<file path="src/rtl/ivf_pkg.sv">
// ----------------------------------------------------------------------------
// ivf_pkg: shared types and constants of the IPv4 frame validator
// Header offsets, protocol constants, verdict codes and the per-frame record
// that the parser hands to the verdict stage.
// ----------------------------------------------------------------------------
package ivf_pkg;

    localparam int unsigned QUEUE_DEPTH = 2;

    localparam logic [15:0] ETH_HDR_BYTES  = 16'd14;
    localparam logic [15:0] IP_MIN_BYTES   = 16'd20;
    localparam logic [15:0] UDP_HDR_BYTES  = 16'd8;
    localparam logic [15:0] ICMP_HDR_BYTES = 16'd12;
    localparam logic [15:0] ETHERTYPE_IPV4 = 16'h0800;
    localparam logic [7:0]  PROTO_ICMP     = 8'd1;
    localparam logic [7:0]  PROTO_UDP      = 8'd17;
    localparam logic [31:0] ICMP_MAGIC     = 32'h1234_5678;
    localparam logic [15:0] WORD_MASK      = 16'hFFFF;

    // Verdict codes, first failed check in order
    localparam logic [3:0] ERR_NONE       = 4'd0;
    localparam logic [3:0] ERR_ETH_SHORT  = 4'd1;
    localparam logic [3:0] ERR_ETHERTYPE  = 4'd2;
    localparam logic [3:0] ERR_IP_SHORT   = 4'd3;
    localparam logic [3:0] ERR_TOTAL_LEN  = 4'd4;
    localparam logic [3:0] ERR_VERSION    = 4'd5;
    localparam logic [3:0] ERR_CHECKSUM   = 4'd6;
    localparam logic [3:0] ERR_PROTOCOL   = 4'd7;
    localparam logic [3:0] ERR_UDP_SHORT  = 4'd8;
    localparam logic [3:0] ERR_UDP_LEN    = 4'd9;
    localparam logic [3:0] ERR_ICMP_SHORT = 4'd10;
    localparam logic [3:0] ERR_ICMP_ECHO  = 4'd11;

    // Everything the verdict needs about one finished frame
    typedef struct packed {
        logic [15:0] frame_length;
        logic [15:0] eth_type;
        logic [7:0]  version_ihl;
        logic [15:0] total_length;
        logic [7:0]  protocol;
        logic [15:0] csum;
        logic [31:0] source_ip;
        logic [15:0] l4_word0;
        logic [15:0] l4_word1;
        logic [15:0] l4_word2;
        logic [15:0] l4_word3;
        logic [31:0] icmp_payload;
    } frame_rec_t;

endpackage

</file>
<file path="src/rtl/ivf_in_if.sv">
// ----------------------------------------------------------------------------
// ivf_in_if: frame byte channel
// One frame byte per request, with a marker on the final byte.
// ----------------------------------------------------------------------------
interface ivf_in_if;
    logic       valid;
    logic       ready;
    logic [7:0] data_byte;
    logic       last_byte;

    modport source (output valid, output data_byte, output last_byte, input ready);
    modport sink   (input valid, input data_byte, input last_byte, output ready);
endinterface

</file>
<file path="src/rtl/ivf_out_if.sv">
// ----------------------------------------------------------------------------
// ivf_out_if: verdict channel
// One verdict request per frame, with the captured header fields.
// ----------------------------------------------------------------------------
interface ivf_out_if;
    logic        valid;
    logic        ready;
    logic [3:0]  error_code;
    logic        is_udp;
    logic [31:0] source_ip;
    logic [15:0] icmp_sequence;
    logic [15:0] udp_source_port;
    logic [15:0] udp_dest_port;
    logic [15:0] frame_length;

    modport source (output valid, output error_code, output is_udp, output source_ip,
                    output icmp_sequence, output udp_source_port, output udp_dest_port,
                    output frame_length, input ready);
    modport sink   (input valid, input error_code, input is_udp, input source_ip,
                    input icmp_sequence, input udp_source_port, input udp_dest_port,
                    input frame_length, output ready);
endinterface

</file>
<file path="src/rtl/ivf_front.sv">
// ----------------------------------------------------------------------------
// ivf_front: byte parser
// Counts bytes, captures header fields and folds the IPv4 header checksum.
// On the final byte it pushes one frame record and clears for the next frame.
// ----------------------------------------------------------------------------
module ivf_front (
    input  logic               clk,
    input  logic               rst_n,
    ivf_in_if.sink             frame_in,
    input  logic               q_full,
    output logic               q_push,
    output ivf_pkg::frame_rec_t q_rec
);
    import ivf_pkg::*;

    logic [15:0] count_reg, count_next;
    logic [16:0] sum_reg, sum_next;
    logic [7:0]  hold_reg, hold_next;
    logic [15:0] ether_reg, ether_next;
    logic [7:0]  vihl_reg, vihl_next;
    logic [15:0] tlen_reg, tlen_next;
    logic [7:0]  proto_reg, proto_next;
    logic [31:0] sip_reg, sip_next;
    logic [15:0] l4_reg [4];
    logic [15:0] l4_next [4];
    logic [31:0] pay_reg, pay_next;

    logic        accept;
    logic [7:0]  b;
    logic [15:0] l4_off;
    logic [1:0]  l4_k;
    logic [16:0] hdr_end;
    logic        in_hdr;
    logic [15:0] add_word;
    logic        do_add;

    // Add one word with end-around carry folded back
    function automatic logic [16:0] csum_add(logic [16:0] acc, logic [15:0] w);
        logic [17:0] s;
        logic [16:0] f;
        s = {1'b0, acc} + {2'b00, w};
        f = {1'b0, s[15:0]} + {15'd0, s[17:16]};
        return f;
    endfunction

    assign frame_in.ready = !q_full;
    assign accept         = frame_in.valid && frame_in.ready;
    assign b              = frame_in.data_byte;
    assign l4_off         = count_reg - 16'd34;
    assign l4_k           = l4_off[2:1];

    // Capture header fields at their fixed offsets
    always_comb
    begin
        ether_next = ether_reg;
        vihl_next  = vihl_reg;
        tlen_next  = tlen_reg;
        proto_next = proto_reg;
        sip_next   = sip_reg;
        pay_next   = pay_reg;
        for (int i = 0; i < 4; i++)
        begin
            l4_next[i] = l4_reg[i];
        end
        if (count_reg == 16'd12 || count_reg == 16'd13)
        begin
            ether_next = {ether_reg[7:0], b};
        end
        if (count_reg == 16'd14)
        begin
            vihl_next = b;
        end
        if (count_reg == 16'd16 || count_reg == 16'd17)
        begin
            tlen_next = {tlen_reg[7:0], b};
        end
        if (count_reg == 16'd23)
        begin
            proto_next = b;
        end
        if (count_reg >= 16'd26 && count_reg <= 16'd29)
        begin
            sip_next = {sip_reg[23:0], b};
        end
        if (count_reg >= 16'd34 && count_reg <= 16'd41)
        begin
            l4_next[l4_k] = {l4_reg[l4_k][7:0], b};
        end
        if (count_reg >= 16'd42 && count_reg <= 16'd45)
        begin
            pay_next = {pay_reg[23:0], b};
        end
    end

    // Accumulate the header checksum over 4*IHL bytes from offset 14
    assign hdr_end = {1'b0, ETH_HDR_BYTES} + {11'd0, vihl_next[3:0], 2'b00};
    assign in_hdr  = (count_reg >= ETH_HDR_BYTES) && ({1'b0, count_reg} < hdr_end);

    always_comb
    begin
        hold_next = hold_reg;
        add_word  = {hold_reg, b};
        do_add    = 1'b0;
        if (in_hdr)
        begin
            if (!count_reg[0])
            begin
                hold_next = b;
                add_word  = {b, 8'd0};
                do_add    = frame_in.last_byte;
            end
            else
            begin
                do_add = 1'b1;
            end
        end
        sum_next   = do_add ? csum_add(sum_reg, add_word) : sum_reg;
        count_next = (count_reg == WORD_MASK) ? count_reg : count_reg + 16'd1;
    end

    // Build the record from the values after this byte
    always_comb
    begin
        q_rec.frame_length = count_next;
        q_rec.eth_type     = ether_next;
        q_rec.version_ihl  = vihl_next;
        q_rec.total_length = tlen_next;
        q_rec.protocol     = proto_next;
        q_rec.csum         = sum_next[15:0];
        q_rec.source_ip    = sip_next;
        q_rec.l4_word0     = l4_next[0];
        q_rec.l4_word1     = l4_next[1];
        q_rec.l4_word2     = l4_next[2];
        q_rec.l4_word3     = l4_next[3];
        q_rec.icmp_payload = pay_next;
    end

    assign q_push = accept && frame_in.last_byte;

    // Advance per byte; clear all per-frame state after the final byte
    always_ff @(posedge clk or negedge rst_n)
    begin
        if (!rst_n)
        begin
            count_reg <= '0;
            sum_reg   <= '0;
            hold_reg  <= '0;
            ether_reg <= '0;
            vihl_reg  <= '0;
            tlen_reg  <= '0;
            proto_reg <= '0;
            sip_reg   <= '0;
            pay_reg   <= '0;
            for (int i = 0; i < 4; i++)
            begin
                l4_reg[i] <= '0;
            end
        end
        else if (accept)
        begin
            if (frame_in.last_byte)
            begin
                count_reg <= '0;
                sum_reg   <= '0;
                hold_reg  <= '0;
                ether_reg <= '0;
                vihl_reg  <= '0;
                tlen_reg  <= '0;
                proto_reg <= '0;
                sip_reg   <= '0;
                pay_reg   <= '0;
                for (int i = 0; i < 4; i++)
                begin
                    l4_reg[i] <= '0;
                end
            end
            else
            begin
                count_reg <= count_next;
                sum_reg   <= sum_next;
                hold_reg  <= hold_next;
                ether_reg <= ether_next;
                vihl_reg  <= vihl_next;
                tlen_reg  <= tlen_next;
                proto_reg <= proto_next;
                sip_reg   <= sip_next;
                pay_reg   <= pay_next;
                for (int i = 0; i < 4; i++)
                begin
                    l4_reg[i] <= l4_next[i];
                end
            end
        end
    end

endmodule

</file>
<file path="src/rtl/ivf_queue.sv">
// ----------------------------------------------------------------------------
// ivf_queue: frame record queue
// Short FIFO of finished frame records between the parser and the verdict
// stage, so that each side can stall on its own.
// ----------------------------------------------------------------------------
module ivf_queue #(
    parameter int unsigned Depth = ivf_pkg::QUEUE_DEPTH
) (
    input  logic                clk,
    input  logic                rst_n,
    input  logic                push,
    input  ivf_pkg::frame_rec_t push_rec,
    output logic                full,
    output logic                head_valid,
    output ivf_pkg::frame_rec_t head_rec,
    input  logic                pop
);
    import ivf_pkg::*;

    localparam int unsigned PtrW = (Depth > 1) ? $clog2(Depth) : 1;
    localparam int unsigned CntW = $clog2(Depth + 1);
    localparam logic [PtrW-1:0] LastPtr  = PtrW'(Depth - 1);
    localparam logic [CntW-1:0] DepthCnt = CntW'(Depth);

    frame_rec_t      entry_reg [Depth];
    logic [PtrW-1:0] wr_ptr_reg, wr_ptr_next;
    logic [PtrW-1:0] rd_ptr_reg, rd_ptr_next;
    logic [CntW-1:0] cnt_reg, cnt_next;
    logic            do_push, do_pop;

    assign full       = (cnt_reg == DepthCnt);
    assign head_valid = (cnt_reg != '0);
    assign head_rec   = entry_reg[rd_ptr_reg];
    assign do_push    = push && !full;
    assign do_pop     = pop && head_valid;

    // Advance pointers with wrap at the queue depth
    always_comb
    begin
        wr_ptr_next = wr_ptr_reg;
        rd_ptr_next = rd_ptr_reg;
        cnt_next    = cnt_reg;
        if (do_push)
        begin
            wr_ptr_next = (wr_ptr_reg == LastPtr) ? '0 : wr_ptr_reg + 1'b1;
        end
        if (do_pop)
        begin
            rd_ptr_next = (rd_ptr_reg == LastPtr) ? '0 : rd_ptr_reg + 1'b1;
        end
        if (do_push && !do_pop)
        begin
            cnt_next = cnt_reg + 1'b1;
        end
        else if (do_pop && !do_push)
        begin
            cnt_next = cnt_reg - 1'b1;
        end
    end

    always_ff @(posedge clk or negedge rst_n)
    begin
        if (!rst_n)
        begin
            wr_ptr_reg <= '0;
            rd_ptr_reg <= '0;
            cnt_reg    <= '0;
        end
        else
        begin
            wr_ptr_reg <= wr_ptr_next;
            rd_ptr_reg <= rd_ptr_next;
            cnt_reg    <= cnt_next;
        end
    end

    // Store the pushed record
    always_ff @(posedge clk)
    begin
        if (do_push)
        begin
            entry_reg[wr_ptr_reg] <= push_rec;
        end
    end

endmodule

</file>
<file path="src/rtl/ivf_back.sv">
// ----------------------------------------------------------------------------
// ivf_back: verdict stage
// Runs the ordered checks on one frame record and holds the verdict in an
// output register until the sink takes it.
// ----------------------------------------------------------------------------
module ivf_back (
    input  logic                clk,
    input  logic                rst_n,
    input  logic                head_valid,
    input  ivf_pkg::frame_rec_t head_rec,
    output logic                pop,
    ivf_out_if.source           verdict_out
);
    import ivf_pkg::*;

    logic        valid_reg;
    logic [3:0]  code_reg, code_next;
    logic        udp_reg, udp_next;
    logic [31:0] sip_reg, sip_next;
    logic [15:0] seq_reg, seq_next;
    logic [15:0] sport_reg, sport_next;
    logic [15:0] dport_reg, dport_next;
    logic [15:0] len_reg;

    logic [15:0] len;
    logic [15:0] ihl4;
    logic [16:0] ip_len;
    logic        is_udp_proto;

    assign len          = head_rec.frame_length;
    assign ihl4         = {10'd0, head_rec.version_ihl[3:0], 2'b00};
    assign ip_len       = {1'b0, head_rec.total_length} + {1'b0, ETH_HDR_BYTES};
    assign is_udp_proto = (head_rec.protocol == PROTO_UDP);

    // Take the first failed check in order
    always_comb
    begin
        code_next = ERR_NONE;
        if (len < ETH_HDR_BYTES)
        begin
            code_next = ERR_ETH_SHORT;
        end
        else if (head_rec.eth_type != ETHERTYPE_IPV4)
        begin
            code_next = ERR_ETHERTYPE;
        end
        else if (len < ETH_HDR_BYTES + IP_MIN_BYTES)
        begin
            code_next = ERR_IP_SHORT;
        end
        else if ({1'b0, len} != ip_len)
        begin
            code_next = ERR_TOTAL_LEN;
        end
        else if (head_rec.version_ihl[7:4] != 4'd4)
        begin
            code_next = ERR_VERSION;
        end
        else if (head_rec.csum != WORD_MASK)
        begin
            code_next = ERR_CHECKSUM;
        end
        else if (!is_udp_proto && head_rec.protocol != PROTO_ICMP)
        begin
            code_next = ERR_PROTOCOL;
        end
        else if (is_udp_proto)
        begin
            if (len < ETH_HDR_BYTES + IP_MIN_BYTES + UDP_HDR_BYTES)
            begin
                code_next = ERR_UDP_SHORT;
            end
            else if (head_rec.total_length < ihl4 ||
                     head_rec.l4_word2 != head_rec.total_length - ihl4)
            begin
                code_next = ERR_UDP_LEN;
            end
        end
        else
        begin
            if (len < ETH_HDR_BYTES + IP_MIN_BYTES + ICMP_HDR_BYTES)
            begin
                code_next = ERR_ICMP_SHORT;
            end
            else if (head_rec.l4_word0 != 16'd0 || head_rec.icmp_payload != ICMP_MAGIC)
            begin
                code_next = ERR_ICMP_ECHO;
            end
        end
    end

    // Zero the fields of a failed frame
    always_comb
    begin
        udp_next   = 1'b0;
        sip_next   = '0;
        seq_next   = '0;
        sport_next = '0;
        dport_next = '0;
        if (code_next == ERR_NONE)
        begin
            sip_next = head_rec.source_ip;
            if (is_udp_proto)
            begin
                udp_next   = 1'b1;
                sport_next = head_rec.l4_word0;
                dport_next = head_rec.l4_word1;
            end
            else
            begin
                seq_next = head_rec.l4_word3;
            end
        end
    end

    // Load the output register when it is empty or being drained
    assign pop = head_valid && (!valid_reg || verdict_out.ready);

    always_ff @(posedge clk or negedge rst_n)
    begin
        if (!rst_n)
        begin
            valid_reg <= 1'b0;
        end
        else if (!valid_reg || verdict_out.ready)
        begin
            valid_reg <= head_valid;
        end
    end

    always_ff @(posedge clk)
    begin
        if (pop)
        begin
            code_reg  <= code_next;
            udp_reg   <= udp_next;
            sip_reg   <= sip_next;
            seq_reg   <= seq_next;
            sport_reg <= sport_next;
            dport_reg <= dport_next;
            len_reg   <= len;
        end
    end

    assign verdict_out.valid           = valid_reg;
    assign verdict_out.error_code      = code_reg;
    assign verdict_out.is_udp          = udp_reg;
    assign verdict_out.source_ip       = sip_reg;
    assign verdict_out.icmp_sequence   = seq_reg;
    assign verdict_out.udp_source_port = sport_reg;
    assign verdict_out.udp_dest_port   = dport_reg;
    assign verdict_out.frame_length    = len_reg;

endmodule

</file>
<file path="src/rtl/ipv4_frame_validator.sv">
// ----------------------------------------------------------------------------
// ipv4_frame_validator: IPv4 frame header validator
// Byte-stream Ethernet/IPv4 checker that gives one verdict per frame.
// ----------------------------------------------------------------------------
// Frame bytes are taken one per clock while frame_in is ready, in wire
// order, with last_byte marking the end of a frame. The parser captures
// header fields and folds the IPv4 header checksum as bytes pass. On the
// final byte a frame record enters a QueueDepth-entry queue; the verdict
// stage runs the ordered checks on the queue head and loads the verdict into
// the output register on verdict_out once that register is empty or drained.
// Ready on frame_in drops only while that queue is full, which happens when
// the sink holds off and frames keep ending. Frames may follow back to back.
module ipv4_frame_validator #(
    parameter int unsigned QueueDepth = ivf_pkg::QUEUE_DEPTH
) (
    input  logic      clk,
    input  logic      rst_n,
    ivf_in_if.sink    frame_in,
    ivf_out_if.source verdict_out
);
    import ivf_pkg::*;

    logic       q_push;
    frame_rec_t q_push_rec;
    logic       q_full;
    logic       q_head_valid;
    frame_rec_t q_head_rec;
    logic       q_pop;

    ivf_front u_front (
        .clk      (clk),
        .rst_n    (rst_n),
        .frame_in (frame_in),
        .q_full   (q_full),
        .q_push   (q_push),
        .q_rec    (q_push_rec)
    );

    ivf_queue #(
        .Depth (QueueDepth)
    ) u_queue (
        .clk        (clk),
        .rst_n      (rst_n),
        .push       (q_push),
        .push_rec   (q_push_rec),
        .full       (q_full),
        .head_valid (q_head_valid),
        .head_rec   (q_head_rec),
        .pop        (q_pop)
    );

    ivf_back u_back (
        .clk         (clk),
        .rst_n       (rst_n),
        .head_valid  (q_head_valid),
        .head_rec    (q_head_rec),
        .pop         (q_pop),
        .verdict_out (verdict_out)
    );

endmodule

</file>
<file path="src/flat_wrapper.sv">
// flat-port wrapper written by rule: the top's interface ports become plain ports
module ipv4_frame_validator_flat import ivf_pkg::*;
#(
    parameter int unsigned QueueDepth = ivf_pkg::QUEUE_DEPTH
)
  (clk, rst_n, frame_in_valid, frame_in_data_byte, frame_in_last_byte, frame_in_ready, verdict_out_valid, verdict_out_error_code, verdict_out_is_udp, verdict_out_source_ip, verdict_out_icmp_sequence, verdict_out_udp_source_port, verdict_out_udp_dest_port, verdict_out_frame_length, verdict_out_ready);
  ivf_in_if frame_in_i ();
  ivf_out_if verdict_out_i ();
  input  logic clk;
  input  logic rst_n;
  input wire logic [$bits(frame_in_i.valid)-1:0] frame_in_valid;
  input wire logic [$bits(frame_in_i.data_byte)-1:0] frame_in_data_byte;
  input wire logic [$bits(frame_in_i.last_byte)-1:0] frame_in_last_byte;
  output wire logic [$bits(frame_in_i.ready)-1:0] frame_in_ready;
  output wire logic [$bits(verdict_out_i.valid)-1:0] verdict_out_valid;
  output wire logic [$bits(verdict_out_i.error_code)-1:0] verdict_out_error_code;
  output wire logic [$bits(verdict_out_i.is_udp)-1:0] verdict_out_is_udp;
  output wire logic [$bits(verdict_out_i.source_ip)-1:0] verdict_out_source_ip;
  output wire logic [$bits(verdict_out_i.icmp_sequence)-1:0] verdict_out_icmp_sequence;
  output wire logic [$bits(verdict_out_i.udp_source_port)-1:0] verdict_out_udp_source_port;
  output wire logic [$bits(verdict_out_i.udp_dest_port)-1:0] verdict_out_udp_dest_port;
  output wire logic [$bits(verdict_out_i.frame_length)-1:0] verdict_out_frame_length;
  input wire logic [$bits(verdict_out_i.ready)-1:0] verdict_out_ready;
  assign frame_in_i.valid = frame_in_valid;
  assign frame_in_i.data_byte = frame_in_data_byte;
  assign frame_in_i.last_byte = frame_in_last_byte;
  assign frame_in_ready = frame_in_i.ready;
  assign verdict_out_valid = verdict_out_i.valid;
  assign verdict_out_error_code = verdict_out_i.error_code;
  assign verdict_out_is_udp = verdict_out_i.is_udp;
  assign verdict_out_source_ip = verdict_out_i.source_ip;
  assign verdict_out_icmp_sequence = verdict_out_i.icmp_sequence;
  assign verdict_out_udp_source_port = verdict_out_i.udp_source_port;
  assign verdict_out_udp_dest_port = verdict_out_i.udp_dest_port;
  assign verdict_out_frame_length = verdict_out_i.frame_length;
  assign verdict_out_i.ready = verdict_out_ready;
  ipv4_frame_validator #(.QueueDepth(QueueDepth)) u_core (.clk(clk), .rst_n(rst_n), .frame_in(frame_in_i), .verdict_out(verdict_out_i));
endmodule
</file>
<file path="config.mk">
export PLATFORM = sky130hd
export DESIGN_NAME = ipv4_frame_validator_flat
export DESIGN_NICKNAME = d
export VERILOG_FILES = /design/src/rtl/ivf_pkg.sv /design/src/rtl/ivf_in_if.sv /design/src/rtl/ivf_out_if.sv /design/src/rtl/ivf_front.sv /design/src/rtl/ivf_queue.sv /design/src/rtl/ivf_back.sv /design/src/rtl/ipv4_frame_validator.sv /design/src/flat_wrapper.sv
export SDC_FILE = /design/constraint.sdc
export NUM_CORES = 1
export LEC_CHECK = 0
export BUFFER_PORTS_ARGS = -buffer_cell sky130_fd_sc_hd__buf_4
export CORE_ASPECT_RATIO = 2
export CORE_MARGIN = 4
export CORE_UTILIZATION = 61
export DETAILED_ROUTE_END_ITERATION = 8
export PLACE_DENSITY = 0.79
export SYNTH_ARGS = -nofsm -noshare
export SYNTH_HDL_FRONTEND = slang
export SYNTH_HIERARCHICAL = 1
export SYNTH_SLANG_ARGS = --single-unit
</file>
<file path="constraint.sdc">
create_clock -name clk -period 20.5 [get_ports clk]
set_input_delay 2.05 -clock clk [delete_from_list [all_inputs] [get_ports clk]]
set_output_delay 2.05 -clock clk [all_outputs]
set_load 0.005 [all_outputs]
</file>
==> results.txt <==
The antenna diode count is 0. The half-perimeter wire length after detailed placement came out at approximately 49 mm. The ratio of total power to cell area is 115.6 nW/um^2. The per-instance average area after synthesis came out at 14.85 um^2. After global routing the overflow that remains totals 0. Yosys mapped a number of flops with a built-in enable equal to 517.

The setup TNS is 0 ns. TritonCTS built the clock tree. The iteration-0 DRC count of the detailed router came out at 1451. The adder and majority cell fraction of the synthesized area came out at 1.667%.

After synthesis the netlist holds a flip-flop and latch count of between 700 and 800. Once the floorplan was initialized, standard cells occupied 61.68% of the core. The remaining antenna violation count after routing came out at 0.

The timing-limited maximum frequency is approximately 120 MHz. The proportion of register bits with asynchronous set or reset after synthesis came out at between 30 and 40%. The fraction of the cycle the final worst path needs came out at 39.42%. Setup repair after global routing left no endpoint under its margin. The data required time at the worst endpoint is 21.06 ns. The number of max-capacitance violations reported is 0. After Yosys synthesis, XOR and XNOR cells account for under 10% of the synthesized area.

The overall die width is 174 um. In the synthesized netlist, mux cells make up 14.96% of the area. For this run, design rule violations remaining after detail routing come to 0. The count of vias placed by the detailed router is about 19000. The sequential element share of the synthesized area came out at 62.70%. The flow ran to the end, and the final reports show no timing, DRC or antenna violations. The post-detailed-route via-to-cell ratio is 6.332.

The root buffer cell chosen for the clock tree is clkbuf_16. The count of warnings emitted by yosys is 6. The share of post-route cells with drive strength above 1 came out at 27.40%. The quantity of hold-fixing buffers added after cts is 0. The critical path launch point type is a flop.

After clock tree synthesis, the clock-pin slew on the worst setup and hold paths is 0.07 ns. The top-level I/O count came out at approximately 120. The wire length per cell after detailed routing came out at 24.40 um. The most numerous cell type found on the critical path is a21o_1. The relative slew slack is 18.66%. Setup violations remaining at the end of the flow were counted as 0. The total wirelength of the detailed-routed design is 74.72 mm.

The number of CTS-inserted buffers came out at 60. The number of iterations in the first detailed-routing pass is 5. The net total in the final layout came out at 2393.

In this design, the stage delay of the slowest critical-path cell is 0.77 ns. The number of slew-limit violations in the final report came to 0. The clock tree synthesis step divided the H-tree into 2 levels. The region available for standard cell placement spans 54500 um^2. The worst setup path is captured at a flop. The clock sink total is 739. In this run the core area contains 121 standard-cell rows. The flip-flop count of the largest register after layout is 416. The worst-path maximum fanout came out at 24. The type of the most critical hold path is flop to flop.

The commonest register cell after synthesis is edfxtp_1. The post-cts repair resize count came out at 0. The wire length of the first global-routing pass came out at 115.8 mm. The maximum count of clock buffers along a single path came out at 3.

The post-layout minimum cycle time came out at 8.082 ns. The maximum number of pins on one net before global-route repair is 130. Buffers added to address setup during post-CTS repair amount to 0. On the final layout, the worst clock skew is around 0.024 ns.

The die boundary height is 340 um. The number of different library cells in the post-synthesis netlist came out at about 80. The fill cell instance count of the final layout came out at 3686. The initial antenna violation count came out at 1.

The mapped cell area is between 30000 and 40000 um^2. Summed over all cells, the static leakage comes to 14.88 nW. The slowest stage of the critical path is the nor4bb_1 cell. The layout overhead on the synthesized area came out at 10.02%. The global-route usage over all layers is 24.94%.

The final design utilization came out at between 60% and 70%. By startpoint and endpoint, the worst setup path is classified as flop to flop. The synthesized-area fraction occupied by ao, oa, aoi and oai cells came out at 8.329%. The die covers 59160 um^2. The arrival time reported for the critical path endpoint is 8.64 ns. At the pin with the least slew margin, the transition time is 1.212 ns. The routability congestion estimate from global placement is slightly above 0.9. The number of nets in the synthesized netlist is 2320. The number of hold-slack violations in the final timing report came out at 0.

The insertion delay of the later-clocked pin in the worst-skew pair came out at ~0.64 ns. The synthesized instance count came out at 2264. The synthesized netlist devotes about 7.9% of its cell area to simple gates.

The via count of the first global-routing pass is 19911. The dominant combinational cell family by area after synthesis is multiplexers. The peak ir drop on the vdd network came out at 105.4 uV. During placement, the flow inserted port buffers numbering ~120.
-- cell usage after synthesis, drive strengths merged (4+ instances only) --
cell type,n,area [um^2]
and2,73,456.7
inv,25,93.84
nor4b,6,58.80
a211oi,6,50.05
a22oi,4,30.03
nor3b,6,45.04
and4,8,70.07
nand2,124,465.5
a31oi,8,50.05
nand3,22,110.1
nor2,35,131.4
nor3,22,136.4
xnor2,43,376.6
mux4,8,180.2
nand4,27,175.2
or3,9,56.30
o21a,7,52.55
xor2,32,280.3
mux2,381,4778
nor4bb,5,50.05
nor2b,37,231.5
o31a,6,52.55
buf,53,427.9
edfxtp,517,15520
ha,40,500.5
nand2b,19,118.9
and3,33,206.5
a21oi,46,230.2
dfrtp,222,5555
o31ai,8,60.06
o21ai,92,460.4
a21o,21,157.7
nor4,26,214.0
a22o,161,1410
clkbuf,80,300.3
or2,4,25.02
mux2i,7,70.07
-- cell families after synthesis --
kind of cell,count (synthesis)
adders and majority gates,43
buffers and inverters,158
xor gates and xnor gates,76
and+or+nand+nor,467
AOI/OAI and AO/OA,385
muxes,396
DFF,739
-- stage by stage --
stage | cells | cell area [um^2] | setup slack, ns | power (mW) | hold WS (ns)
after floorplan | 2264 | 33620 | 8.042 | 2.789 | 0.4422
after global placement | 2951 | 34900 | 12.27 | 3.070 | 0.4549
after detailed placement | 2951 | 34900 | 12.08 | 3.096 | 0.4652
after CTS | 3063 | 36990 | 12.50 | 4.302 | 0.4801
after global routing | 3063 | 36990 | 11.72 | 4.456 | 0.5044
final | 3063 | 36990 | 12.42 | 4.274 | 0.4775
-- placed cells by master (no fill, tap or decap), types with 43 or more instances in the layout --
cell	count
dfrtp_1	221
mux2_2	245
clkbuf_16	62
and2_1	72
xnor2_1	43
nand2_1	123
edfxtp_1	517
o21ai_0	86
buf_4	142
a22o_1	161
mux2_4	130
a21oi_1	46
-- routing by layer --
layer / routed length [um] / track usage (%)
met3: 3060 / 2.500
met1: 27650 / 29.32
met5: 0 / 0
met4: 3774 / 11.94
met2: 40240 / 45.65
-- worst paths after layout --
| path | start | endpoint | slack (ns) | cells after the start |
|---|---|---|---|---|
| hold reg to reg | u_core/u_front/l4_reg[62] | u_core/u_front/l4_reg[62] | 0.48 | 2 |
| min in group asynchronous | rst_n | u_core/u_front/tlen_reg[6] | 1.45 | 1 |
| setup / recovery | u_core/u_front/count_reg[2] | u_core/u_front/sum_reg[8] | 12.42 | 32 |
| max in group asynchronous | rst_n | u_core/u_queue/rd_ptr_reg | 16.72 | 3 |
| hold / removal | u_core/u_front/l4_reg[62] | u_core/u_front/l4_reg[62] | 0.48 | 2 |
| setup reg to reg | u_core/u_front/count_reg[2] | u_core/u_front/sum_reg[8] | 12.42 | 32 |
-- power breakdown --
part	switching [mW]	internal, mW	leakage [nW]
sequential	0.0848	1.83	7.98
clock	0.529	0.684	1.02
combinational	0.641	0.505	5.88
-- cell type report --
type | instances | area (um^2) | share of cell area [%]
clock buffers | 82 | 1697 | 4.587
inverters | 25 | 93.84 | 0.2537
multi-input cells | 1367 | 11780 | 31.85
repair buffers | 144 | 1101 | 2.977
well taps | 676 | 845.8 | 2.287
clock inverters | 30 | 385.4 | 1.042
flip-flops and latches | 739 | 21080 | 57.00
-- worst max-delay path: cells and delay by family (launching register included) --
family          cells  cell delay, ns
mux                 1            0.50
compound gates     11            1.96
buf+inv             2            0.40
xor+xnor            1            0.17
simple gates       13            3.02
flops               1            0.70
fa+ha+maj           4            1.29
Note: power is estimated with default switching activity, not from simulation.
